--- config.mk ---
export PLATFORM = sky130hd
export DESIGN_NAME = jvm_div
export DESIGN_NICKNAME = d
export VERILOG_FILES = /design/src/rtl/core/joystick_to_velocity_mapper_defines.svh /design/src/rtl/core/jvm_pkg.sv /design/src/rtl/core/jvm_div.sv
export SDC_FILE = /design/constraint.sdc
export NUM_CORES = 2
export LEC_CHECK = 0
export ABC_CLOCK_PERIOD_IN_PS = 26200
export BUFFER_PORTS_ARGS = -buffer_cell sky130_fd_sc_hd__buf_2
export CAP_MARGIN = 20
export CORE_MARGIN = 1
export CORE_UTILIZATION = 31
export CTS_CLUSTER_SIZE = 14
export DETAILED_ROUTE_END_ITERATION = 12
export HOLD_SLACK_MARGIN = 0.02
export SLEW_MARGIN = 20
export SYNTH_ARGS = -nofsm -noshare
export SYNTH_HDL_FRONTEND = slang
export SYNTH_SLANG_ARGS = --single-unit
export TNS_END_PERCENT = 1
--- constraint.sdc ---
create_clock -name clk -period 26.2 [get_ports clk]
set_input_delay 1.31 -clock clk [delete_from_list [all_inputs] [get_ports clk]]
set_output_delay 1.31 -clock clk [all_outputs]
set_load 0.02 [all_outputs]
--- src/rtl/core/joystick_to_velocity_mapper_defines.svh ---
// Assertion helpers used by the mapping stage, jvm_back.sv.
`ifndef JOYSTICK_TO_VELOCITY_MAPPER_DEFINES_SVH
`define JOYSTICK_TO_VELOCITY_MAPPER_DEFINES_SVH

// Same-cycle implication, checked on every rising edge outside reset.
`define JVM_ASSERT_IMP(LBL, CLK, RST_N, ANTE, CONS, MSG) \
  LBL: assert property (@(posedge CLK) disable iff (!RST_N) (ANTE) |-> (CONS)) \
    else $error(MSG);

// Next-cycle implication, checked on every rising edge outside reset.
`define JVM_ASSERT_NXT(LBL, CLK, RST_N, ANTE, CONS, MSG) \
  LBL: assert property (@(posedge CLK) disable iff (!RST_N) (ANTE) |=> (CONS)) \
    else $error(MSG);

`endif

--- src/rtl/core/jvm_pkg.sv ---
package jvm_pkg;

  localparam int AXIS_W     = 12;
  localparam int KIND_W     = 8;
  localparam int SPD_W      = 15;
  localparam int Q_W        = 16;
  localparam int VEL_W      = 16;
  localparam int CFG_IDX_W  = 2;
  localparam int CFG_DATA_W = 15;
  localparam int N_AXIS     = 3;
  localparam int N_LANE     = 4;
  localparam int SQ_W       = 2 * Q_W;
  localparam int PROD_W     = Q_W + SPD_W;

  // Lane order through the divider
  localparam int LANE_X   = 0;
  localparam int LANE_Y   = 1;
  localparam int LANE_ROT = 2;
  localparam int LANE_DB  = 3;

  localparam logic [KIND_W-1:0] KIND_DISCRETE = 8'd2;
  localparam logic [KIND_W-1:0] KIND_PROP     = 8'd3;

  localparam logic [AXIS_W-1:0] CENTER_RST   = 12'd1700;
  localparam logic [AXIS_W-1:0] DEADBAND_RST = 12'd200;
  localparam logic [SPD_W-1:0]  MAX_LIN_RST  = 15'd256;
  localparam logic [SPD_W-1:0]  MAX_ANG_RST  = 15'd256;

  localparam logic [Q_W-1:0] Q_ONE  = 16'h8000;
  localparam logic [Q_W-1:0] Q_MAX  = 16'h7FFF;
  localparam logic [Q_W-1:0] DB_SAT = 16'hFFFF;

  typedef enum logic [CFG_IDX_W-1:0] {
    CFG_CENTER   = 2'd0,
    CFG_DEADBAND = 2'd1,
    CFG_MAX_LIN  = 2'd2,
    CFG_MAX_ANG  = 2'd3
  } cfg_idx_t;

  typedef enum logic [1:0] {
    MODE_ZERO = 2'd0,
    MODE_DISC = 2'd1,
    MODE_PROP = 2'd2
  } mode_t;

  typedef struct packed {
    mode_t             mode;
    logic [N_AXIS-1:0] neg;
  } side_t;

  typedef struct packed {
    logic signed [VEL_W-1:0] vel_turn;
    logic signed [VEL_W-1:0] vel_lateral;
    logic signed [VEL_W-1:0] vel_forward;
  } vel_t;

endpackage

--- src/rtl/core/jvm_div.sv ---
module jvm_div #(
  parameter int DEN_W = 12
) (
  input  logic                                                clk,
  input  logic                                                rst_n,
  input  logic                                                s_valid,
  output logic                                                s_ready,
  input  logic [jvm_pkg::N_LANE-1:0][jvm_pkg::AXIS_W-1:0]     num,
  input  logic [jvm_pkg::N_LANE-1:0][DEN_W-1:0]               den,
  input  logic [jvm_pkg::N_LANE-1:0]                          big,
  input  jvm_pkg::side_t                                      side,
  output logic                                                m_valid,
  input  logic                                                m_ready,
  output logic [jvm_pkg::N_LANE-1:0][jvm_pkg::Q_W-1:0]        quo,
  output logic [jvm_pkg::N_LANE-1:0]                          m_big,
  output jvm_pkg::side_t                                      m_side
);

  // One quotient bit per stage, most significant first
  localparam int NSTEP = jvm_pkg::Q_W;

  logic [NSTEP-1:0]                                  vld_r;
  logic [jvm_pkg::N_LANE-1:0][DEN_W:0]               rem_r  [NSTEP];
  logic [jvm_pkg::N_LANE-1:0][DEN_W-1:0]             den_r  [NSTEP];
  logic [jvm_pkg::N_LANE-1:0][jvm_pkg::Q_W-1:0]      q_r    [NSTEP];
  logic [jvm_pkg::N_LANE-1:0]                        big_r  [NSTEP];
  jvm_pkg::side_t                                    side_r [NSTEP];
  logic [NSTEP:0]                                    rdy;

  assign rdy[NSTEP] = m_ready;

  for (genvar k = 0; k < NSTEP; k++) begin : g_step
    logic                                             vld_in;
    logic [jvm_pkg::N_LANE-1:0][DEN_W:0]              rem_in;
    logic [jvm_pkg::N_LANE-1:0][DEN_W-1:0]            den_in;
    logic [jvm_pkg::N_LANE-1:0][jvm_pkg::Q_W-1:0]     q_in;
    logic [jvm_pkg::N_LANE-1:0]                       big_in;
    jvm_pkg::side_t                                   side_in;
    logic [jvm_pkg::N_LANE-1:0]                       ge;
    logic [jvm_pkg::N_LANE-1:0][DEN_W:0]              rem_nxt;
    logic [jvm_pkg::N_LANE-1:0][jvm_pkg::Q_W-1:0]     q_nxt;

    if (k == 0) begin : g_first
      assign vld_in  = s_valid;
      assign den_in  = den;
      assign big_in  = big;
      assign side_in = side;
      assign q_in    = '0;
      always_comb begin
        for (int l = 0; l < jvm_pkg::N_LANE; l++) begin
          rem_in[l] = (DEN_W + 1)'(num[l]);
        end
      end
    end else begin : g_rest
      assign vld_in  = vld_r[k-1];
      assign den_in  = den_r[k-1];
      assign big_in  = big_r[k-1];
      assign side_in = side_r[k-1];
      assign q_in    = q_r[k-1];
      always_comb begin
        for (int l = 0; l < jvm_pkg::N_LANE; l++) begin
          rem_in[l] = {rem_r[k-1][l][DEN_W-1:0], 1'b0};
        end
      end
    end

    // Restoring step: subtract when the partial remainder covers the divisor
    always_comb begin
      for (int l = 0; l < jvm_pkg::N_LANE; l++) begin
        ge[l] = rem_in[l] >= {1'b0, den_in[l]};
        if (ge[l]) begin
          rem_nxt[l] = rem_in[l] - {1'b0, den_in[l]};
        end else begin
          rem_nxt[l] = rem_in[l];
        end
        q_nxt[l] = {q_in[l][jvm_pkg::Q_W-2:0], ge[l]};
      end
    end

    assign rdy[k] = !vld_r[k] || rdy[k+1];

    always_ff @(posedge clk) begin
      if (!rst_n) begin
        vld_r[k] <= 1'b0;
      end else if (rdy[k]) begin
        vld_r[k] <= vld_in;
      end
    end

    always_ff @(posedge clk) begin
      if (rdy[k] && vld_in) begin
        rem_r[k]  <= rem_nxt;
        den_r[k]  <= den_in;
        q_r[k]    <= q_nxt;
        big_r[k]  <= big_in;
        side_r[k] <= side_in;
      end
    end
  end

  assign s_ready = rdy[0];
  assign m_valid = vld_r[NSTEP-1];
  assign quo     = q_r[NSTEP-1];
  assign m_big   = big_r[NSTEP-1];
  assign m_side  = side_r[NSTEP-1];

endmodule

==> metrics <==
CP required 24.89 ns; r2r startpoint g_step[15].vld_in; EDFF count, synth 2,128; Tot GR Track Use 11.97%; FMAX 207.3 MHz; Seq pwr share 52.2%; largest net degree at the start of global routing 134; Initial Util 31.24%; clock latency on the worst-skew pair 0.90 ns; worst setup margin 21.38 ns; switch share 20.94%; Clock transition at path regs 0.06 ns; share of layout cells above drive strength 1 10.43%; Worst Hold Path EP q_r[1][259]; pwr dens 60.06 nW/um^2; Slowest cell on crit path nor4_1; Synth Flop Type edfxtp_1; YS warnings 0; Placement Rows 215; Detailed Route Iter0 Violations 4,360; WS Path Type input pin to output pin; Root Buffer clkbuf_16; total internal power 5759 uW; reg2reg setup slack 22.57 ns; Leak 0.04478 uW; Hold Startpoint q_r[1][194]; grt ovf 0; WP buf/inv 2; dpl ws 21.31 ns; CTS tree done; Post-Synthesis Cells 8,530; Distinct cells, synth 71; min Tclk post-route 4.823 ns; initial antenna violation count 4; r2r endpoint rem_r[0][21]; DR vias 65,120; H-tree Lvls 4; vias in the first global route 65,080; total net switching power 1525 uW; Rel. slew slack 31.21%; io pins 184; largest delay contributor family on the critical path simple AND/OR/NAND/NOR gates; Avg WL per Cell 15.79 um; combinational share of power 4.9%; total nets after synthesis 9,463; DIE AREA 349,100 um^2; max-slew violations 0; TritonCTS buffer count 231; final setup TNS 0 ns; Critical Path Fanout Max 5; Critical Path Max Stage Delay 0.77 ns; DR vias/cell 4.786; #FFs+latches synth 2,144; Final Cycle Share 18.41%; Post-Syn Area 107,500 um^2; Clock Sinks 2,144; VDD IR max 0.00005586 V; TritonRoute pass-1 iters 6; worst-path cell chain buf_2 -> nand4b_1 -> nor4_1 -> and3_1 -> and3_1 -> nand2_1 -> buf_2; Least-Margin Pin Slew 1.032 ns; final hold vios 0; MaxCap Viol Count 0; final setup violation count 0; area added between synthesis and finish 12.85%; CTS hold repair buffers 0; Routability Congestion 0.8907; crit end category output pin; Final ANT Viol Nets 0; post-CTS setup buffers 0; Core ar. 344,100 um^2; r2r worst-path depth 8; Final #Nets 9,793; RSZ-0062 raised after global routing false; Worst setup SP type input pin; syn_area_per_cell 12.60 um^2; Worst EP arrival 3.51 ns; CTS resizes 0; status finished clean; Clock power frac 42.8%; DRC 0; clock skew 0.09206 ns; Worst Hold Class flip-flop to flip-flop; first-pass GRT wire length 344.0 mm; Die Y 590.8 um; half-perimeter wire length after placement 163.4 mm; # port buffers 183; sequential area share after synthesis 59.75%; clock buffer depth 4; Post-Route WL 214.8 mm; Die Width 590.8 um; asr flop ratio synth 0%; hold path cells 0
[power groups by stage]
stage	sequential [uW]	combinational, uW	clock [uW]
2_1_floorplan	3870	282	0
6_report	3800	360	3120
3_5_place_dp	3880	355	0
5_1_grt	3810	402	3340
4_1_cts	3800	358	3230
3_3_place_gp	3880	340	0
[state kept, by name, summed over array words and instances (netlist names)]
signal / cells
den_r: 720
rem_r: 720
q_r: 544
side_r: 80
big_r: 64
g_step.vld_in: 15
m_valid: 1
[final cells by class]
| type | instances | area (um^2) |
|---|---|---|
| repair buffers | 217 | 1196 |
| clock inverters | 134 | 1281 |
| fillers | 32760 | 222800 |
| diodes | 4 | 10.01 |
| flip-flops and latches | 2144 | 64220 |
| inverters | 996 | 3739 |
| well taps | 4557 | 5702 |
| multi-input cells | 5270 | 39140 |
| clock buffers | 283 | 6006 |
[synthesized netlist by cell type (108+ instances only)]
cell | instances | share of area [%]
edfxtp_1 | 2128 | 59
inv_1 | 996 | 3.5
ha_1 | 764 | 8.9
nor2_1 | 568 | 2.0
nand2_1 | 515 | 1.8
o21ai_0 | 477 | 2.2
a21oi_1 | 428 | 2.0
mux2_2 | 303 | 3.2
xnor2_1 | 266 | 2.2
a211oi_1 | 224 | 1.6
nand2b_1 | 190 | 1.1
o21a_1 | 149 | 1.0
nand3_1 | 136 | 0.63
xor2_1 | 125 | 1.0
nor3_1 | 108 | 0.50
[per-layer routing]
metal,track usage [%],vias up,share of wire [%]
li1,-,32280,-
met1,15.33,30990,45
met2,20.62,1433,47
met3,1.615,420,3.9
met4,4.335,4,3.5
met5,0,-,0.016
[worst max-delay path by stage]
stage | start | to | slack (ns) | cells past startpoint
after floorplan | m_ready | big_r[1][16] | 12.39 | 3
after global routing | m_ready | s_ready | 21.12 | 7
final | m_ready | s_ready | 21.38 | 7
after global placement | m_ready | s_ready | 21.26 | 7
after CTS | m_ready | s_ready | 21.30 | 7
after detailed placement | m_ready | s_ready | 21.31 | 7
[kinds of logic after synthesis]
group           share of synthesized area, %
xor+xnor                               3.186
buf+inv                                4.027
mux                                    3.715
fa+ha+maj                              10.01
simple gates                           7.915
flops                                  59.75
compound gates                         11.39
[stage by stage]
stage	area, um^2	cells	power [uW]	hold WS (ns)	utilization (%)
after floorplan	107500	8530	4152	0.4003	-
after global placement	113900	13180	4216	0.4011	33.11
after detailed placement	113900	13180	4231	0.4045	33.11
after CTS	121200	13600	7387	0.3589	35.23
after global routing	121300	13600	7552	0.3668	35.25
final	121300	13610	7285	0.3594	35.25
[placed cells by master, fill, tap and decap left out, drive strengths merged, types with 125 or more instances in the layout]
cell type	synthesis	layout
o21a	149	149
a211oi	224	224
edfxtp	2128	2128
mux2	317	317
xor2	125	125
clkbuf	31	283
nand2b	190	190
nand2	515	515
nand3	136	136
o21ai	503	503
xnor2	266	266
buf	89	217
inv	996	1004
a21oi	428	428
ha	764	764
nor2	568	568
Note: power is estimated with default switching activity, not from simulation.
