$ cat src/rtl/core/joystick_to_velocity_mapper_defines.svh
// Assertion helpers used by the mapping stage, jvm_back.sv.
`ifndef JOYSTICK_TO_VELOCITY_MAPPER_DEFINES_SVH
`define JOYSTICK_TO_VELOCITY_MAPPER_DEFINES_SVH

// Same-cycle implication, checked on every rising edge outside reset.
`define JVM_ASSERT_IMP(LBL, CLK, RST_N, ANTE, CONS, MSG) \
  LBL: assert property (@(posedge CLK) disable iff (!RST_N) (ANTE) |-> (CONS)) \
    else $error(MSG);

// Next-cycle implication, checked on every rising edge outside reset.
`define JVM_ASSERT_NXT(LBL, CLK, RST_N, ANTE, CONS, MSG) \
  LBL: assert property (@(posedge CLK) disable iff (!RST_N) (ANTE) |=> (CONS)) \
    else $error(MSG);

`endif

$ cat src/rtl/core/jvm_pkg.sv
package jvm_pkg;

  localparam int AXIS_W     = 12;
  localparam int KIND_W     = 8;
  localparam int SPD_W      = 15;
  localparam int Q_W        = 16;
  localparam int VEL_W      = 16;
  localparam int CFG_IDX_W  = 2;
  localparam int CFG_DATA_W = 15;
  localparam int N_AXIS     = 3;
  localparam int N_LANE     = 4;
  localparam int SQ_W       = 2 * Q_W;
  localparam int PROD_W     = Q_W + SPD_W;

  // Lane order through the divider
  localparam int LANE_X   = 0;
  localparam int LANE_Y   = 1;
  localparam int LANE_ROT = 2;
  localparam int LANE_DB  = 3;

  localparam logic [KIND_W-1:0] KIND_DISCRETE = 8'd2;
  localparam logic [KIND_W-1:0] KIND_PROP     = 8'd3;

  localparam logic [AXIS_W-1:0] CENTER_RST   = 12'd1700;
  localparam logic [AXIS_W-1:0] DEADBAND_RST = 12'd200;
  localparam logic [SPD_W-1:0]  MAX_LIN_RST  = 15'd256;
  localparam logic [SPD_W-1:0]  MAX_ANG_RST  = 15'd256;

  localparam logic [Q_W-1:0] Q_ONE  = 16'h8000;
  localparam logic [Q_W-1:0] Q_MAX  = 16'h7FFF;
  localparam logic [Q_W-1:0] DB_SAT = 16'hFFFF;

  typedef enum logic [CFG_IDX_W-1:0] {
    CFG_CENTER   = 2'd0,
    CFG_DEADBAND = 2'd1,
    CFG_MAX_LIN  = 2'd2,
    CFG_MAX_ANG  = 2'd3
  } cfg_idx_t;

  typedef enum logic [1:0] {
    MODE_ZERO = 2'd0,
    MODE_DISC = 2'd1,
    MODE_PROP = 2'd2
  } mode_t;

  typedef struct packed {
    mode_t             mode;
    logic [N_AXIS-1:0] neg;
  } side_t;

  typedef struct packed {
    logic signed [VEL_W-1:0] vel_turn;
    logic signed [VEL_W-1:0] vel_lateral;
    logic signed [VEL_W-1:0] vel_forward;
  } vel_t;

endpackage

$ cat src/rtl/core/jvm_back.sv
`include "joystick_to_velocity_mapper_defines.svh"

module jvm_back (
  input  logic                                            clk,
  input  logic                                            rst_n,
  input  logic                                            s_valid,
  output logic                                            s_ready,
  input  logic [jvm_pkg::N_LANE-1:0][jvm_pkg::Q_W-1:0]    quo,
  input  logic [jvm_pkg::N_LANE-1:0]                      big,
  input  jvm_pkg::side_t                                  side,
  input  logic [jvm_pkg::SPD_W-1:0]                       max_lin,
  input  logic [jvm_pkg::SPD_W-1:0]                       max_ang,
  output logic                                            m_valid,
  input  logic                                            m_ready,
  output jvm_pkg::vel_t                                   vel
);

  logic signed [jvm_pkg::VEL_W-1:0]                    lin_lim;
  logic signed [jvm_pkg::VEL_W-1:0]                    ang_lim;
  logic [jvm_pkg::N_AXIS-1:0][jvm_pkg::SPD_W-1:0]      spd;
  logic [jvm_pkg::N_AXIS-1:0][jvm_pkg::VEL_W-1:0]      lim;

  // Stage 1: saturated magnitudes
  logic                                                vld1_r;
  logic [jvm_pkg::N_AXIS-1:0][jvm_pkg::Q_W-1:0]        mag1_nxt;
  logic [jvm_pkg::N_AXIS-1:0][jvm_pkg::Q_W-1:0]        mag1_r;
  logic [jvm_pkg::Q_W-1:0]                             db1_nxt;
  logic [jvm_pkg::Q_W-1:0]                             db1_r;
  jvm_pkg::side_t                                      side1_r;

  // Stage 2: squares, speed products, deadband tests
  logic                                                vld2_r;
  logic [jvm_pkg::SQ_W-1:0]                            sqx2_nxt, sqy2_nxt, sqdb2_nxt;
  logic [jvm_pkg::SQ_W-1:0]                            sqx2_r, sqy2_r, sqdb2_r;
  logic [jvm_pkg::N_AXIS-1:0][jvm_pkg::PROD_W-1:0]     prod2_nxt;
  logic [jvm_pkg::N_AXIS-1:0][jvm_pkg::PROD_W-1:0]     prod2_r;
  logic [jvm_pkg::N_AXIS-1:0]                          over2_nxt;
  logic [jvm_pkg::N_AXIS-1:0]                          over2_r;
  jvm_pkg::side_t                                      side2_r;

  // Stage 3: output register
  logic                                                vld3_r;
  logic [jvm_pkg::SQ_W:0]                              r2;
  logic                                                trans_on;
  logic [jvm_pkg::N_AXIS-1:0][jvm_pkg::VEL_W-1:0]      prop;
  logic [jvm_pkg::N_AXIS-1:0][jvm_pkg::VEL_W-1:0]      disc;
  logic [jvm_pkg::N_AXIS-1:0][jvm_pkg::VEL_W-1:0]      res;
  jvm_pkg::vel_t                                       vel_nxt;
  jvm_pkg::vel_t                                       vel_r;
  jvm_pkg::mode_t                                      mode3_r;

  logic                                                rdy1, rdy2, rdy3;

  assign lin_lim = {1'b0, max_lin};
  assign ang_lim = {1'b0, max_ang};

  assign spd[jvm_pkg::LANE_X]   = max_lin;
  assign spd[jvm_pkg::LANE_Y]   = max_lin;
  assign spd[jvm_pkg::LANE_ROT] = max_ang;
  assign lim[jvm_pkg::LANE_X]   = lin_lim;
  assign lim[jvm_pkg::LANE_Y]   = lin_lim;
  assign lim[jvm_pkg::LANE_ROT] = ang_lim;

  assign rdy3    = !vld3_r || m_ready;
  assign rdy2    = !vld2_r || rdy3;
  assign rdy1    = !vld1_r || rdy2;
  assign s_ready = rdy1;

  always_comb begin
    for (int i = 0; i < jvm_pkg::N_AXIS; i++) begin
      if (big[i] || quo[i][jvm_pkg::Q_W-1]) begin
        mag1_nxt[i] = side.neg[i] ? jvm_pkg::Q_ONE : jvm_pkg::Q_MAX;
      end else begin
        mag1_nxt[i] = quo[i];
      end
    end
    db1_nxt = big[jvm_pkg::LANE_DB] ? jvm_pkg::DB_SAT : quo[jvm_pkg::LANE_DB];
  end

  always_comb begin
    sqx2_nxt  = jvm_pkg::SQ_W'(mag1_r[jvm_pkg::LANE_X]) * jvm_pkg::SQ_W'(mag1_r[jvm_pkg::LANE_X]);
    sqy2_nxt  = jvm_pkg::SQ_W'(mag1_r[jvm_pkg::LANE_Y]) * jvm_pkg::SQ_W'(mag1_r[jvm_pkg::LANE_Y]);
    sqdb2_nxt = jvm_pkg::SQ_W'(db1_r) * jvm_pkg::SQ_W'(db1_r);
    for (int i = 0; i < jvm_pkg::N_AXIS; i++) begin
      prod2_nxt[i] = jvm_pkg::PROD_W'(mag1_r[i]) * jvm_pkg::PROD_W'(spd[i]);
      over2_nxt[i] = mag1_r[i] > db1_r;
    end
  end

  always_comb begin
    r2       = {1'b0, sqx2_r} + {1'b0, sqy2_r};
    trans_on = r2 > {1'b0, sqdb2_r};
    for (int i = 0; i < jvm_pkg::N_AXIS; i++) begin
      // Stick below center drives the positive direction
      prop[i] = side2_r.neg[i] ? prod2_r[i][jvm_pkg::PROD_W-1:jvm_pkg::SPD_W]
                               : -prod2_r[i][jvm_pkg::PROD_W-1:jvm_pkg::SPD_W];
      if (over2_r[i]) begin
        disc[i] = side2_r.neg[i] ? lim[i] : -lim[i];
      end else begin
        disc[i] = '0;
      end
    end
    res = '0;
    case (side2_r.mode)
      jvm_pkg::MODE_DISC: res = disc;
      jvm_pkg::MODE_PROP: begin
        if (trans_on) begin
          res[jvm_pkg::LANE_X] = prop[jvm_pkg::LANE_X];
          res[jvm_pkg::LANE_Y] = prop[jvm_pkg::LANE_Y];
        end
        if (over2_r[jvm_pkg::LANE_ROT]) begin
          res[jvm_pkg::LANE_ROT] = prop[jvm_pkg::LANE_ROT];
        end
      end
      default: res = '0;
    endcase
    vel_nxt.vel_forward = res[jvm_pkg::LANE_Y];
    vel_nxt.vel_lateral = res[jvm_pkg::LANE_X];
    vel_nxt.vel_turn    = res[jvm_pkg::LANE_ROT];
  end

  always_ff @(posedge clk) begin
    if (!rst_n) begin
      vld1_r <= 1'b0;
      vld2_r <= 1'b0;
      vld3_r <= 1'b0;
    end else begin
      if (rdy1) begin
        vld1_r <= s_valid;
      end
      if (rdy2) begin
        vld2_r <= vld1_r;
      end
      if (rdy3) begin
        vld3_r <= vld2_r;
      end
    end
  end

  always_ff @(posedge clk) begin
    if (rdy1 && s_valid) begin
      mag1_r  <= mag1_nxt;
      db1_r   <= db1_nxt;
      side1_r <= side;
    end
    if (rdy2 && vld1_r) begin
      sqx2_r  <= sqx2_nxt;
      sqy2_r  <= sqy2_nxt;
      sqdb2_r <= sqdb2_nxt;
      prod2_r <= prod2_nxt;
      over2_r <= over2_nxt;
      side2_r <= side1_r;
    end
    if (rdy3 && vld2_r) begin
      vel_r   <= vel_nxt;
      mode3_r <= side2_r.mode;
    end
  end

  assign m_valid = vld3_r;
  assign vel     = vel_r;

  `JVM_ASSERT_IMP(a_zero_mode, clk, rst_n, vld3_r && (mode3_r == jvm_pkg::MODE_ZERO), vel_r == '0, "nonzero velocity for unknown mode")
  `JVM_ASSERT_IMP(a_fwd_bound, clk, rst_n, vld3_r, (vel_r.vel_forward <= lin_lim) && (vel_r.vel_forward >= -lin_lim), "forward velocity beyond linear limit")
  `JVM_ASSERT_IMP(a_turn_bound, clk, rst_n, vld3_r, (vel_r.vel_turn <= ang_lim) && (vel_r.vel_turn >= -ang_lim), "turn velocity beyond angular limit")
  `JVM_ASSERT_NXT(a_s2_advance, clk, rst_n, vld2_r && rdy3, vld3_r, "stage two item lost on advance")

endmodule
$ cat config.mk
export PLATFORM = sky130hd
export DESIGN_NAME = jvm_back
export DESIGN_NICKNAME = d
export VERILOG_FILES = /design/src/rtl/core/jvm_pkg.sv /design/src/rtl/core/jvm_back.sv
export VERILOG_INCLUDE_DIRS = /design/src /design/src/rtl/core
export SDC_FILE = /design/constraint.sdc
export NUM_CORES = 2
export LEC_CHECK = 0
export ABC_AREA = 1
export BUFFER_PORTS_ARGS = -buffer_cell sky130_fd_sc_hd__buf_4
export CAP_MARGIN = 20
export CORE_UTILIZATION = 66
export CTS_CLUSTER_DIAMETER = 30
export DETAILED_ROUTE_END_ITERATION = 8
export PLACE_DENSITY_LB_ADDON = 0.3
export SKIP_CTS_REPAIR_TIMING = 1
export SYNTH_ARGS = -nofsm -noshare
export SYNTH_HDL_FRONTEND = slang
export SYNTH_SLANG_ARGS = --single-unit
$ cat constraint.sdc
create_clock -name clk -period 6.7 [get_ports clk]
set_clock_uncertainty 0.15 [all_clocks]
set_input_delay 0.67 -clock clk [delete_from_list [all_inputs] [get_ports clk]]
set_output_delay 0.67 -clock clk [all_outputs]
set_load 0.05 [all_outputs]
==> flow_results.org <==
** Critical path
- In this run the worst path has a maximum fanout of 12.
- Crit path kind :: reg2reg
- Slowest CP cell :: edfxtp_1
- Worst path buffer plus inverter count :: 5
- CP cell instances :: buf_4, nand2_1, fa_1, fa_1, inv_1, fa_1, fa_1, fa_1, inv_1, fa_1, inv_1, ha_1, nand2_1, inv_1, nand3_1, nor3_1, a21oi_1, o21ai_0, xor2_1
- Worst R2R Start :: mag1_r[20]
- Crit-path leading delay family :: adder cells
- Data required time of the worst path :: 6.96 ns
- Startpoint type of the worst setup path :: register
- Data on the critical path arrives at its endpoint at 6.74 ns.
- For this run, the slowest stage of the critical path takes 0.87 ns.
- Most frequent CP cell :: fa_1
- The worst setup path is captured at a register.
- The most critical setup path has its startpoint at mag1_r[20].

** STA
- RSZ-0062 raised after global routing :: false
- Worst hold-check slack :: 0.0531 ns
- Final critical path time including I/O delays and setup :: 6.48 ns
- Tightest slew margin relative to the limit :: 26.7%
- Setup ws final :: 0.220 ns
- For the pin with the worst max-slew slack, the measured transition is 1.10 ns.
- Final hold violations :: 0
- Ratio of final minimum period to clock period :: 96.7%
- Top achievable clock speed :: 154 MHz
- Post-route setup TNS :: 0 ns
- The max-slew violation count came to 0.
- Final setup viols :: 0

** Yosys
- Most numerous cell types in the synthesized netlist :: 2160 x inv_1, 1673 x nand2_1, 1023 x fa_1
- Number of flops mapped to enable cells by yosys :: 266
- The number of different library cells used by synthesis comes to 62.
- After synthesis, flip-flops and latches occupy 13.0% of the total area.
- Gate count of the mapped netlist :: 7611
- Yosys printed 0 warnings.
- In this run the mean area of a mapped cell was 8.12 um2.
- Proportion of synthesized flip-flops having asynchronous set or reset :: 0%
- The synthesized netlist occupies a cell area of 61800 um2.
- Main synth FF type :: edfxtp_1
- In this run, synthesis produced a sequential element count of 269.
- Cell types with the largest area share after synthesis :: fa_1 33%, ha_1 14%, inv_1 13%
- In this run the biggest area consumer among cell types represents 33.1% of the synthesized area.
- The most common cell in the synthesized netlist is inv_1.
- The synthesized design spends more area on one cell type than any other, namely fa_1.

** Global routing
- Gr usage total :: 34.4%
- The first global-routing pass estimated 258000 um of wire.
- Entering global routing, the biggest net connects 82 pins.
- The via count of the first global-routing pass was 52200.
- Antenna violations before repair :: 5
- Global routing finished with a remaining overflow of 0.

** Hold path
- The worst hold path begins at side[2].
- Tightest Hold Check Type :: in2reg

** Outcome
- The flow ran to the end, and the final reports show no timing, DRC or antenna violations.

** Placement
- Placement-stage worst setup slack :: 0.210 ns
- Port Buffer Count :: 156
- Final RePlAce weighted congestion :: 0.943
- Detailed placement ended at an HPWL of 124000 um.

** Job
- Maximum capacitance violations :: 0

** Routing
- For this block, the initial DRC count from the detailed router was 4135.
- 1st-pass router iterations :: 8
- Via count of the routed design :: 49400
- In the routed design, unresolved DRC markers number 0.
- DRT antenna net count :: 0
- Average wire per cell in the routed design :: 17.3 um
- Overall routed net length :: 155000 um
- Post-DR vias/cell :: 5.49

** CTS
- Depth of the CTS H-tree :: 3
- Later-pin clock latency in the skew report :: 0.66 ns
- Clock Tree Root :: clkbuf_16
- Clk pin slew, worst setup/hold paths :: 0.04 ns
- Clock tree from TritonCTS :: done
- TritonCTS created 77 clock buffers.
- The clock passes through at most 3 buffers.
- Total clock sinks :: 269

** Die
- Row count :: 111
- For this configuration, the core starts out at a cell density of 67.0%.
- In this run the standard cell core region covers 92200 um2.
- Vert. Die Dim :: 308 um
- Die footprint :: 94900 um2
- 157 I/O pins were placed.
- The floorplan step set the die width to 308 um.

** Layout
- For this run, the share of the core covered by cells in the final layout is 72.7%.
- Counting the fill cells in the layout gives 7027.
- The area growth from synthesis to layout is 8.47%.
- Of the cells placed in the final design, the portion with a size suffix greater than 1 is 6.86%.
- The final layout contains 9506 nets.
path summary, 6_finish.rpt:
check	cells after the start	slack (ns)	endpoint
worst max register to register	19	0.22	sqy2_r[19]
worst min register to register	0	0.27	side2_r[3]
worst min-delay path	1	0.05	side1_r[2]
worst max-delay path	19	0.22	sqy2_r[19]
layout make-up:
class / count / area, um2 / share of cell area, %
diodes: 3 / 7.51 / 0.0112
flip-flops and latches: 269 / 8050 / 12.0
clock inverters: 60 / 764 / 1.14
clock buffers: 84 / 1950 / 2.91
inverters: 2171 / 8160 / 12.2
repair buffers: 262 / 2040 / 3.04
multi-input cells: 4899 / 44500 / 66.4
well taps: 1243 / 1560 / 2.32
layout by cell type, fill, tap and decap left out, drive strengths merged, types with 151 or more instances in the layout:
master	count
nor2	250
buf	262
ha	696
nand3	157
o21ai	170
nand2	1682
fa	1023
edfxtp	266
a21oi	353
xor2	151
inv	2171
metal layers:
layer | track usage (%) | vias up | part of all wire, %
met5 | 0 | - | 0.0077
met4 | 12.7 | 2 | 3.7
met3 | 6.81 | 429 | 9.1
met2 | 56.0 | 2175 | 47
met1 | 45.6 | 24000 | 41
li1 | - | 22800 | -
state kept, by name (all words and copies together), names as in the netlist, 3 cells and up:
name and flops:
sqx2_r 31, side1_r 5, sqdb2_r 31, mag1_r 48
side2_r 5, sqy2_r 31, over2_r 3, db1_r 16
prod2_r 48, vel 48
cell families (layout without fill, tap and decap cells):
group	after synthesis	count (layout)	synth area share, %
flip-flops	269	269	13.0
AND/OR/NAND/NOR	2268	2268	15.1
XOR/XNOR	222	222	3.15
adder cells (fa/ha/maj)	1719	1719	47.2
AO/OA/AOI/OAI	688	688	6.49
other	1	5	0.00607
buffers and inverters	2444	2577	15.0
stage by stage:
stage,instances,cell area (um2)
floorplan,7612,61800
global placement,8831,64200
detailed placement,8831,64200
CTS,8975,67000
global route,8990,67100
finish,8991,67100
Power is left out: the tool's default activity adds up to more than one toggle a clock period on the data nets, which glitch-free logic cannot reach.
