[src/rtl/core/joystick_to_velocity_mapper_defines.svh]
// Assertion helpers used by the mapping stage, jvm_back.sv.
`ifndef JOYSTICK_TO_VELOCITY_MAPPER_DEFINES_SVH
`define JOYSTICK_TO_VELOCITY_MAPPER_DEFINES_SVH

// Same-cycle implication, checked on every rising edge outside reset.
`define JVM_ASSERT_IMP(LBL, CLK, RST_N, ANTE, CONS, MSG) \
  LBL: assert property (@(posedge CLK) disable iff (!RST_N) (ANTE) |-> (CONS)) \
    else $error(MSG);

// Next-cycle implication, checked on every rising edge outside reset.
`define JVM_ASSERT_NXT(LBL, CLK, RST_N, ANTE, CONS, MSG) \
  LBL: assert property (@(posedge CLK) disable iff (!RST_N) (ANTE) |=> (CONS)) \
    else $error(MSG);

`endif

[src/rtl/core/jvm_pkg.sv]
package jvm_pkg;

  localparam int AXIS_W     = 12;
  localparam int KIND_W     = 8;
  localparam int SPD_W      = 15;
  localparam int Q_W        = 16;
  localparam int VEL_W      = 16;
  localparam int CFG_IDX_W  = 2;
  localparam int CFG_DATA_W = 15;
  localparam int N_AXIS     = 3;
  localparam int N_LANE     = 4;
  localparam int SQ_W       = 2 * Q_W;
  localparam int PROD_W     = Q_W + SPD_W;

  // Lane order through the divider
  localparam int LANE_X   = 0;
  localparam int LANE_Y   = 1;
  localparam int LANE_ROT = 2;
  localparam int LANE_DB  = 3;

  localparam logic [KIND_W-1:0] KIND_DISCRETE = 8'd2;
  localparam logic [KIND_W-1:0] KIND_PROP     = 8'd3;

  localparam logic [AXIS_W-1:0] CENTER_RST   = 12'd1700;
  localparam logic [AXIS_W-1:0] DEADBAND_RST = 12'd200;
  localparam logic [SPD_W-1:0]  MAX_LIN_RST  = 15'd256;
  localparam logic [SPD_W-1:0]  MAX_ANG_RST  = 15'd256;

  localparam logic [Q_W-1:0] Q_ONE  = 16'h8000;
  localparam logic [Q_W-1:0] Q_MAX  = 16'h7FFF;
  localparam logic [Q_W-1:0] DB_SAT = 16'hFFFF;

  typedef enum logic [CFG_IDX_W-1:0] {
    CFG_CENTER   = 2'd0,
    CFG_DEADBAND = 2'd1,
    CFG_MAX_LIN  = 2'd2,
    CFG_MAX_ANG  = 2'd3
  } cfg_idx_t;

  typedef enum logic [1:0] {
    MODE_ZERO = 2'd0,
    MODE_DISC = 2'd1,
    MODE_PROP = 2'd2
  } mode_t;

  typedef struct packed {
    mode_t             mode;
    logic [N_AXIS-1:0] neg;
  } side_t;

  typedef struct packed {
    logic signed [VEL_W-1:0] vel_turn;
    logic signed [VEL_W-1:0] vel_lateral;
    logic signed [VEL_W-1:0] vel_forward;
  } vel_t;

endpackage

[src/rtl/core/jvm_front.sv]
module jvm_front #(
  parameter int ADC_FULL_SCALE = 4095,
  parameter int DEN_W          = 12
) (
  input  logic                                                    clk,
  input  logic                                                    rst_n,
  input  logic                                                    s_valid,
  output logic                                                    s_ready,
  input  logic [jvm_pkg::KIND_W-1:0]                              kind,
  input  logic [jvm_pkg::AXIS_W-1:0]                              stick_x,
  input  logic [jvm_pkg::AXIS_W-1:0]                              stick_y,
  input  logic [jvm_pkg::AXIS_W-1:0]                              stick_rot,
  input  logic [jvm_pkg::AXIS_W-1:0]                              center,
  input  logic [jvm_pkg::AXIS_W-1:0]                              deadband,
  output logic                                                    m_valid,
  input  logic                                                    m_ready,
  output logic [jvm_pkg::N_LANE-1:0][jvm_pkg::AXIS_W-1:0]         num,
  output logic [jvm_pkg::N_LANE-1:0][DEN_W-1:0]                   den,
  output logic [jvm_pkg::N_LANE-1:0]                              big,
  output jvm_pkg::side_t                                          side
);

  localparam logic [DEN_W:0] FS    = (DEN_W + 1)'(ADC_FULL_SCALE);
  localparam logic [DEN_W:0] C_MAX = (DEN_W + 1)'(ADC_FULL_SCALE - 1);
  localparam logic [DEN_W:0] C_MIN = (DEN_W + 1)'(1);

  logic [DEN_W:0]                                   ctr;
  logic [DEN_W:0]                                   c_eff;
  logic [DEN_W:0]                                   pos_den;
  logic [jvm_pkg::N_AXIS-1:0][jvm_pkg::AXIS_W-1:0]  axis_raw;
  logic [jvm_pkg::N_AXIS-1:0][DEN_W:0]              raw_ext;
  logic [jvm_pkg::N_LANE-1:0][DEN_W:0]              d_ext;
  logic [jvm_pkg::N_LANE-1:0][DEN_W:0]              den_ext;

  logic [jvm_pkg::N_LANE-1:0][jvm_pkg::AXIS_W-1:0]  num_nxt;
  logic [jvm_pkg::N_LANE-1:0][DEN_W-1:0]            den_nxt;
  logic [jvm_pkg::N_LANE-1:0]                       big_nxt;
  jvm_pkg::side_t                                   side_nxt;

  logic                                             vld_r;
  logic [jvm_pkg::N_LANE-1:0][jvm_pkg::AXIS_W-1:0]  num_r;
  logic [jvm_pkg::N_LANE-1:0][DEN_W-1:0]            den_r;
  logic [jvm_pkg::N_LANE-1:0]                       big_r;
  jvm_pkg::side_t                                   side_r;
  logic                                             rdy;

  assign axis_raw[jvm_pkg::LANE_X]   = stick_x;
  assign axis_raw[jvm_pkg::LANE_Y]   = stick_y;
  assign axis_raw[jvm_pkg::LANE_ROT] = stick_rot;

  always_comb begin
    // Clamp the center so neither divisor can reach zero
    ctr = (DEN_W + 1)'(center);
    if (ctr < C_MIN) begin
      c_eff = C_MIN;
    end else if (ctr > C_MAX) begin
      c_eff = C_MAX;
    end else begin
      c_eff = ctr;
    end
    pos_den = FS - c_eff;

    side_nxt.neg = '0;
    for (int i = 0; i < jvm_pkg::N_AXIS; i++) begin
      raw_ext[i]      = (DEN_W + 1)'(axis_raw[i]);
      side_nxt.neg[i] = raw_ext[i] < c_eff;
      if (side_nxt.neg[i]) begin
        d_ext[i]   = c_eff - raw_ext[i];
        den_ext[i] = c_eff;
      end else begin
        d_ext[i]   = raw_ext[i] - c_eff;
        den_ext[i] = pos_den;
      end
    end
    d_ext[jvm_pkg::LANE_DB]   = (DEN_W + 1)'(deadband);
    den_ext[jvm_pkg::LANE_DB] = c_eff;

    // Quotient of d * 2^15 / den reaches 2^16 exactly when d >= 2 * den
    for (int l = 0; l < jvm_pkg::N_LANE; l++) begin
      big_nxt[l] = d_ext[l] >= {den_ext[l][DEN_W-1:0], 1'b0};
      num_nxt[l] = d_ext[l][jvm_pkg::AXIS_W-1:0];
      den_nxt[l] = den_ext[l][DEN_W-1:0];
    end

    unique case (kind)
      jvm_pkg::KIND_DISCRETE: side_nxt.mode = jvm_pkg::MODE_DISC;
      jvm_pkg::KIND_PROP:     side_nxt.mode = jvm_pkg::MODE_PROP;
      default:                side_nxt.mode = jvm_pkg::MODE_ZERO;
    endcase
  end

  assign rdy     = !vld_r || m_ready;
  assign s_ready = rdy;

  always_ff @(posedge clk) begin
    if (!rst_n) begin
      vld_r <= 1'b0;
    end else if (rdy) begin
      vld_r <= s_valid;
    end
  end

  always_ff @(posedge clk) begin
    if (rdy && s_valid) begin
      num_r  <= num_nxt;
      den_r  <= den_nxt;
      big_r  <= big_nxt;
      side_r <= side_nxt;
    end
  end

  assign m_valid = vld_r;
  assign num     = num_r;
  assign den     = den_r;
  assign big     = big_r;
  assign side    = side_r;

endmodule

[config.mk]
export PLATFORM = sky130hd
export DESIGN_NAME = jvm_front
export DESIGN_NICKNAME = d
export VERILOG_FILES = /design/src/rtl/core/joystick_to_velocity_mapper_defines.svh /design/src/rtl/core/jvm_pkg.sv /design/src/rtl/core/jvm_front.sv
export SDC_FILE = /design/constraint.sdc
export NUM_CORES = 1
export LEC_CHECK = 0
export BUFFER_PORTS_ARGS = -buffer_cell sky130_fd_sc_hd__buf_2
export CAP_MARGIN = 20
export CORE_ASPECT_RATIO = 1.4
export CORE_MARGIN = 2
export CORE_UTILIZATION = 56
export DETAILED_ROUTE_END_ITERATION = 8
export MAX_ROUTING_LAYER = met4
export PLACE_DENSITY = 0.82
export SLEW_MARGIN = 40
export SYNTH_ARGS = -nofsm -noshare
export SYNTH_HDL_FRONTEND = slang
export SYNTH_SLANG_ARGS = --single-unit
[constraint.sdc]
create_clock -name clk -period 6.1 [get_ports clk]
set_input_delay 1.22 -clock clk [delete_from_list [all_inputs] [get_ports clk]]
set_output_delay 1.22 -clock clk [all_outputs]
set_load 0.005 [all_outputs]
==> results of run 1 <==
[sequential cells by signal, summed over array words and instances, names as in the netlist]
name	cells
den	48
side	5
big	4
num	48
m_valid	1
[power groups by stage]
| stage | combinational (W) | clock [W] | sequential, W |
|---|---|---|---|
| 2_1_floorplan | 0.000587 | 0 | 0.000975 |
| 4_1_cts | 0.000873 | 0.000591 | 0.000944 |
| 3_3_place_gp | 0.000848 | 0 | 0.000959 |
| 3_5_place_dp | 0.000867 | 0 | 0.000959 |
| 6_report | 0.000880 | 0.000587 | 0.000943 |
| 5_1_grt | 0.000976 | 0.000616 | 0.000951 |
[routing by layer]
metal,wire [um],GRT usage,part of all wire,up-vias
li1,-,-,-,3171
met1,8699,0.3329,0.41,3089
met2,10970,0.4699,0.52,204
met3,949,0.03243,0.045,45
met4,660,0.1058,0.031,0
met5,0,-,0,-
[placed cells by master (no fill, tap or decap), types with 29 or more instances in the layout]
| cell type | instances |
|---|---|
| buf_2 | 178 |
| nand2_1 | 30 |
| xnor2_1 | 46 |
| inv_1 | 113 |
| nor2_1 | 29 |
| a21o_1 | 30 |
| ha_1 | 120 |
| a21oi_1 | 58 |
| edfxtp_1 | 105 |
[worst reg2reg max path: cells and delay by family (launching register included)]
kind	cells	cell delay (ns)
simple gates	2	0.42
flops	1	0.31
buf+inv	1	0.56
[area by class of cell]
type | instances | share of cell area
sequential | 106 | 0.3286
clock inverter | 7 | 0.007515
clock buffer | 9 | 0.02332
tap | 189 | 0.02449
inverter | 114 | 0.04483
timing repair buffer | 188 | 0.1013
multi-input combinational | 544 | 0.4699
[per-stage QoR]
stage                     total power (W)  worst slack (ns)  utilization
after floorplan                  0.001562             1.189            -
after global placement           0.001807            0.6253       0.6437
after detailed placement         0.001827            0.4931       0.6437
after CTS                        0.002409            0.8618       0.6642
after global routing             0.002543            0.5396       0.6656
final                            0.002410            0.8875       0.6656
[cells in the mapped netlist, types with 10 or more instances]
master      n
mux2i_1    25
o21ai_0    25
xnor2_1    46
xor2_1     11
ha_1      120
inv_1     113
edfxtp_1  105
nor2_1     29
buf_2      11
clkbuf_1   13
a21oi_1    58
a21o_1     30
nand3_1    10
nand2_1    30
[worst paths after layout]
| kind | slack, ns | to | cells after the start |
|---|---|---|---|
| max | 0.89 | big[1]$_DFFE_PP_ | 16 |
| min | 0.53 | m_valid$_SDFFE_PN0N_ | 2 |
| max reg2reg | 4.42 | num[13]$_DFFE_PP_ | 3 |
| min reg2reg | 0.53 | m_valid$_SDFFE_PN0N_ | 2 |
[cell families (layout without fill, tap and decap cells)]
family / count (synthesis) / after routing / share of synthesized area
DFF: 106 / 106 / 0.3802
xor gates and xnor gates: 65 / 65 / 0.07541
buffers and inverters: 147 / 318 / 0.07631
and+or+nand+nor: 123 / 123 / 0.07256
muxes: 28 / 28 / 0.03403
adders and majority gates: 126 / 126 / 0.1943
AOI/OAI and AO/OA: 202 / 202 / 0.1672
==> reports/results.ini, run 1 <==
[outcome]
status=finished, final reports clean

[die]
core_sq_mm=0.01451
die_h_um=148.4
std_cell_rows=52
die_w_um=107.2
dieArea_sq_mm=0.01591
io_pins=179
initial_core_util=0.5752

[clocking]
hold_buffers=0
cts.sinks=106
cts_root_buffer=clkbuf_16
clock_latency_ns=0.36
numCtsBuffers=9
postCtsSetupBuffers=0
ctsResizeCount=0
cts.clk_slew.worst_paths_ns=0.08
cts_tree=yes
clk_path_buf_depth=2
htreeDepth=3

[drt]
drc=0
routed_wl_um=21280
drt_first_iter_violations=313
via_per_inst=5.626
ant_nets=0
vias=6509
dr.pass1.iters=4
wl_per_cell_um=18.39

[synthesis]
ys_types=73
syn_avg_cell_area_sq_um=10.47
synth-edff-count=105
syn_area_sq_mm=0.008346
synthArstFlopShare=0
ys.flop_type=edfxtp_1
netlist_instances=797
yosysSeqAreaShare=0.3802
synth-seq-cells=106
synthTopCellsByArea=edfxtp_1 (38%), ha_1 (18%), inv_1 (5.1%)
synth_top_area_share=0.3778
yosys.area.top_type=edfxtp_1
yosysWarningCount=0
syn-num-nets=995

[placement]
placed_cell_area_sq_mm=0.009339
dpl.cell_count=1140
io_buffers=178
hpwlAfterDp_um=16820
place.gp.congestion=0.9369

[layout]
multi_input_area_sq_mm=0.004538
instances_no_fill=1157
fillers=1168
fin_nets=1161
area_delta_synth_final_pct=15.71
drive_gt1_frac=0.2397
n_antenna_cell=0
register_area_sq_mm=0.003173
design_area_sq_mm=0.009657

[timing]
finalSetupTns_ns=0
rsz0062_at_grt=false
fmax_mhz=191.8
hold_viol=0
hold_slack_ns=0.5346
drv_slew=0
tightest_slew_ns=0.6255
period_minus_slack_ns=5.213
skew_ns=0.01316
slew_headroom=0.5786
post-route-period-util=0.8545
setup_viol=0

[min_path]
min-delay-start=m_valid$_SDFFE_PN0N_
hold_path.class=register to register

[worst_setup_path]
max_stage_delay_ns=0.53
critPathLaunchType=primary input
crit_family=compound AO/OA/AOI/OAI gates
cp_cell_sequence=buf_2 > nor4_1 > a32o_1 > ha_1 > nand3b_1 > a21boi_1 > nor3_1 > o21ba_1 > buf_4 > mux2i_1 > xnor2_1 > ha_1 > a2111oi_0 > o31ai_1 > a21oi_1 > o21ai_0
required_ns=6.21
critPathLaunch=center[7]
arrival_ns=5.32
cp-end-kind=register
regToRegStartpoint=m_valid$_SDFFE_PN0N_
crit_buf_inv=2
crit_top_cell=ha_1
slowest_stage=a2111oi_0
crit_type=primary input to register
crit_fanout=21

[power]
p_leak_nw=4.629
p_sw_frac=0.3392
power_switching_w=0.0008174
pwr-share-seq=0.391
clkPwrFrac=0.244
power_per_cell_area_mw_per_mm2=249.5
intPower_w=0.001592
ir_drop_mv=0.1509
comb_power_share=0.365

[global_route]
antenna_found_initial=0
grt_use_total=0.2755
first_global_vias=6416
grt_max_degree=63
grt_pass1_wl_um=32840
grt_overflow=0

[job]
drv_cap=0

No activity file was read; power rests on OpenSTA's default activity.
==> inputs of run 2 (changes only) <==
==> constraint.sdc (replaced) <==
create_clock -name clk -period 5.4 [get_ports clk]
set_input_delay 1.08 -clock clk [delete_from_list [all_inputs] [get_ports clk]]
set_output_delay 1.08 -clock clk [all_outputs]
set_load 0.005 [all_outputs]
==> reports/results.ini, run 2 (synthesized netlist as in run 1, its figures left out) <==
[outcome]
status=finished, final reports clean  ; unchanged

[clocking]
postCtsSetupBuffers=0  ; unchanged
cts.clk_slew.worst_paths_ns=0.08  ; about the same
hold_buffers=0  ; unchanged
numCtsBuffers=9  ; unchanged
clk_path_buf_depth=2  ; unchanged
htreeDepth=3  ; unchanged
clock_latency_ns=0.35  ; was 0.36 ns
ctsResizeCount=0  ; unchanged
cts_root_buffer=clkbuf_16  ; unchanged
cts.sinks=106  ; unchanged
cts_tree=yes  ; unchanged

[layout]
layout_commonest_cell=buf_2  ; unchanged
fillers=1181  ; was 1168
drive_gt1_frac=0.2474  ; was 0.2397
fin_nets=1171  ; was 1161
area_delta_synth_final_pct=16.76  ; was 15.71%
mostFrequentLayoutCells=buf_2 (178), ha_1 (120), inv_1 (113), edfxtp_1 (105), a21oi_1 (58)  ; unchanged

[placement]
hpwlAfterDp_um=17890  ; was 16820 um
io_buffers=178  ; unchanged
pre_cts_ws_ns=0.06528  ; was 0.4931 ns
place.gp.congestion=0.9729  ; was 0.9369

[global_route]
grt_max_degree=43  ; was 63
first_global_vias=6708  ; was 6416
antenna_found_initial=2  ; was 0
grt_overflow=0  ; unchanged
grt_use_total=0.2918  ; was 0.2755
grt_pass1_wl_um=34710  ; was 32840 um

[worst_setup_path]
critPathLaunch=center[11]  ; was center[7]
max_stage_delay_ns=0.52  ; was 0.53 ns
critPathLaunchType=primary input  ; unchanged
crit_type=primary input to register  ; unchanged
cp-end-kind=register  ; unchanged
required_ns=5.51  ; was 6.21 ns
cp-endpoint=big[2]$_DFFE_PP_  ; was big[1]$_DFFE_PP_
arrival_ns=5.06  ; was 5.32 ns
rr_worst_depth=3  ; unchanged
crit_family=compound AO/OA/AOI/OAI gates  ; unchanged
path_depth=21  ; was 16
slowest_stage=a2111oi_0  ; unchanged
worstReg2RegEnd=num[13]$_DFFE_PP_  ; unchanged
regToRegSetupSlack_ns=3.55  ; was 4.42 ns
crit_buf_inv=4  ; was 2
cp_cell_sequence=buf_2 > nand4_1 > nor2_1 > nand4_1 > a32o_1 > ha_1 > nor2b_1 > o211ai_1 > a31o_2 > o21ai_4 > inv_6 > mux2_2 > inv_1 > ha_1 > a21bo_2 > a21o_1 > a2111oi_0 > buf_4 > o31ai_1 > a21oi_1 > o21ai_0  ; was buf_2 > nor4_1 > a32o_1 > ha_1 > nand3b_1 > a21boi_1 > nor3_1 > o21ba_1 > buf_4 > mux2i_1 > xnor2_1 > ha_1 > a2111oi_0 > o31ai_1 > a21oi_1 > o21ai_0
regToRegStartpoint=m_valid$_SDFFE_PN0N_  ; unchanged
crit_fanout=9  ; was 21

[timing]
finalSetupTns_ns=0  ; unchanged
hold_viol=0  ; unchanged
drv_slew=0  ; unchanged
period_minus_slack_ns=4.948
fmax_mhz=202.1
tightest_slew_ns=0.6962  ; was 0.6255 ns
rsz0062_at_grt=false  ; unchanged
skew_ns=0.006884  ; was 0.01316 ns
slew_headroom=0.5310  ; was 0.5786
layout_setup_ws_ns=0.4518  ; was 0.8875 ns
post-route-period-util=0.9163
setup_viol=0  ; unchanged

[die]
die_w_um=107.2  ; unchanged
std_cell_rows=52  ; unchanged
initial_core_util=0.5752  ; unchanged
die_h_um=148.4  ; unchanged
io_pins=179  ; unchanged
core_sq_mm=0.01451  ; unchanged
dieArea_sq_mm=0.01591  ; unchanged

[job]
drv_cap=0  ; unchanged

[drt]
drt_first_iter_violations=395  ; was 313
via_per_inst=5.808  ; was 5.626
vias=6789  ; was 6509
dr.pass1.iters=5  ; was 4
routed_wl_um=22520  ; was 21280 um
wl_per_cell_um=19.26  ; was 18.39 um
ant_nets=0  ; unchanged
drc=0  ; unchanged

[min_path]
hold_path.class=register to register  ; unchanged

[power]
ir_drop_mv=0.1563  ; was 0.1509 mV
power_per_cell_area_mw_per_mm2=286.8  ; was 249.5 mW/mm^2
p_leak_nw=4.686  ; was 4.629 nW

-- run 2: routing by layer --
metal | up-vias | global-route usage | share of wire
met2 | 277 | 0.4927 | 0.51
met1 | 3247 | 0.3475 | 0.39
met3 | 78 | 0.03330 | 0.053
met4 | 0 | 0.1357 | 0.046
li1 | 3187 | - | -
met5 | - | - | 0
-- run 2: where the power goes --
| group | internal (W) | switching [W] |
|---|---|---|
| sequential | 0.00104 | 0.0000237 |
| combinational | 0.000440 | 0.000579 |
| clock | 0.000374 | 0.000336 |
-- run 2: stage by stage --
stage               hold WS, ns  power [W]  std cells  utilization  area, sq um
floorplan                0.5366   0.001765        797            -         8346
global placement         0.5125   0.002054       1151       0.6494         9422
detailed placement       0.5427   0.002088       1151       0.6494         9422
CTS                      0.5548   0.002797       1167       0.6713         9739
global route             0.5823   0.002948       1169       0.6716         9744
finish                   0.5460   0.002795       1169       0.6716         9744
-- run 2: tightest hold or removal path, stage by stage (launching register included) --
cell and delay, ns:
dfxtp_1 0.31, nand2b_1 0.10, a21boi_0 0.09
-- run 2: layout make-up --
cell class                      count  area (sq um)  area share
Antenna cell                        2         5.005   0.0005136
Tap cell                          189         236.5     0.02427
Multi-Input combinational cell    544          4538      0.4657
Inverter                          114         432.9     0.04443
Clock inverter                      7         92.59    0.009502
Timing Repair Buffer              198          1041      0.1068
Sequential cell                   106          3173      0.3256
Clock buffer                        9         225.2     0.02311
-- run 2: worst min path at each step --
stage                              start                    to  slack, ns  cells after the start
global route        m_valid$_SDFFE_PN0N_  m_valid$_SDFFE_PN0N_       0.58                      2
detailed placement  m_valid$_SDFFE_PN0N_  m_valid$_SDFFE_PN0N_       0.54                      2
floorplan           m_valid$_SDFFE_PN0N_  m_valid$_SDFFE_PN0N_       0.54                      2
global placement    m_valid$_SDFFE_PN0N_  m_valid$_SDFFE_PN0N_       0.51                      2
CTS                 m_valid$_SDFFE_PN0N_  m_valid$_SDFFE_PN0N_       0.55                      2
finish              m_valid$_SDFFE_PN0N_  m_valid$_SDFFE_PN0N_       0.55                      2
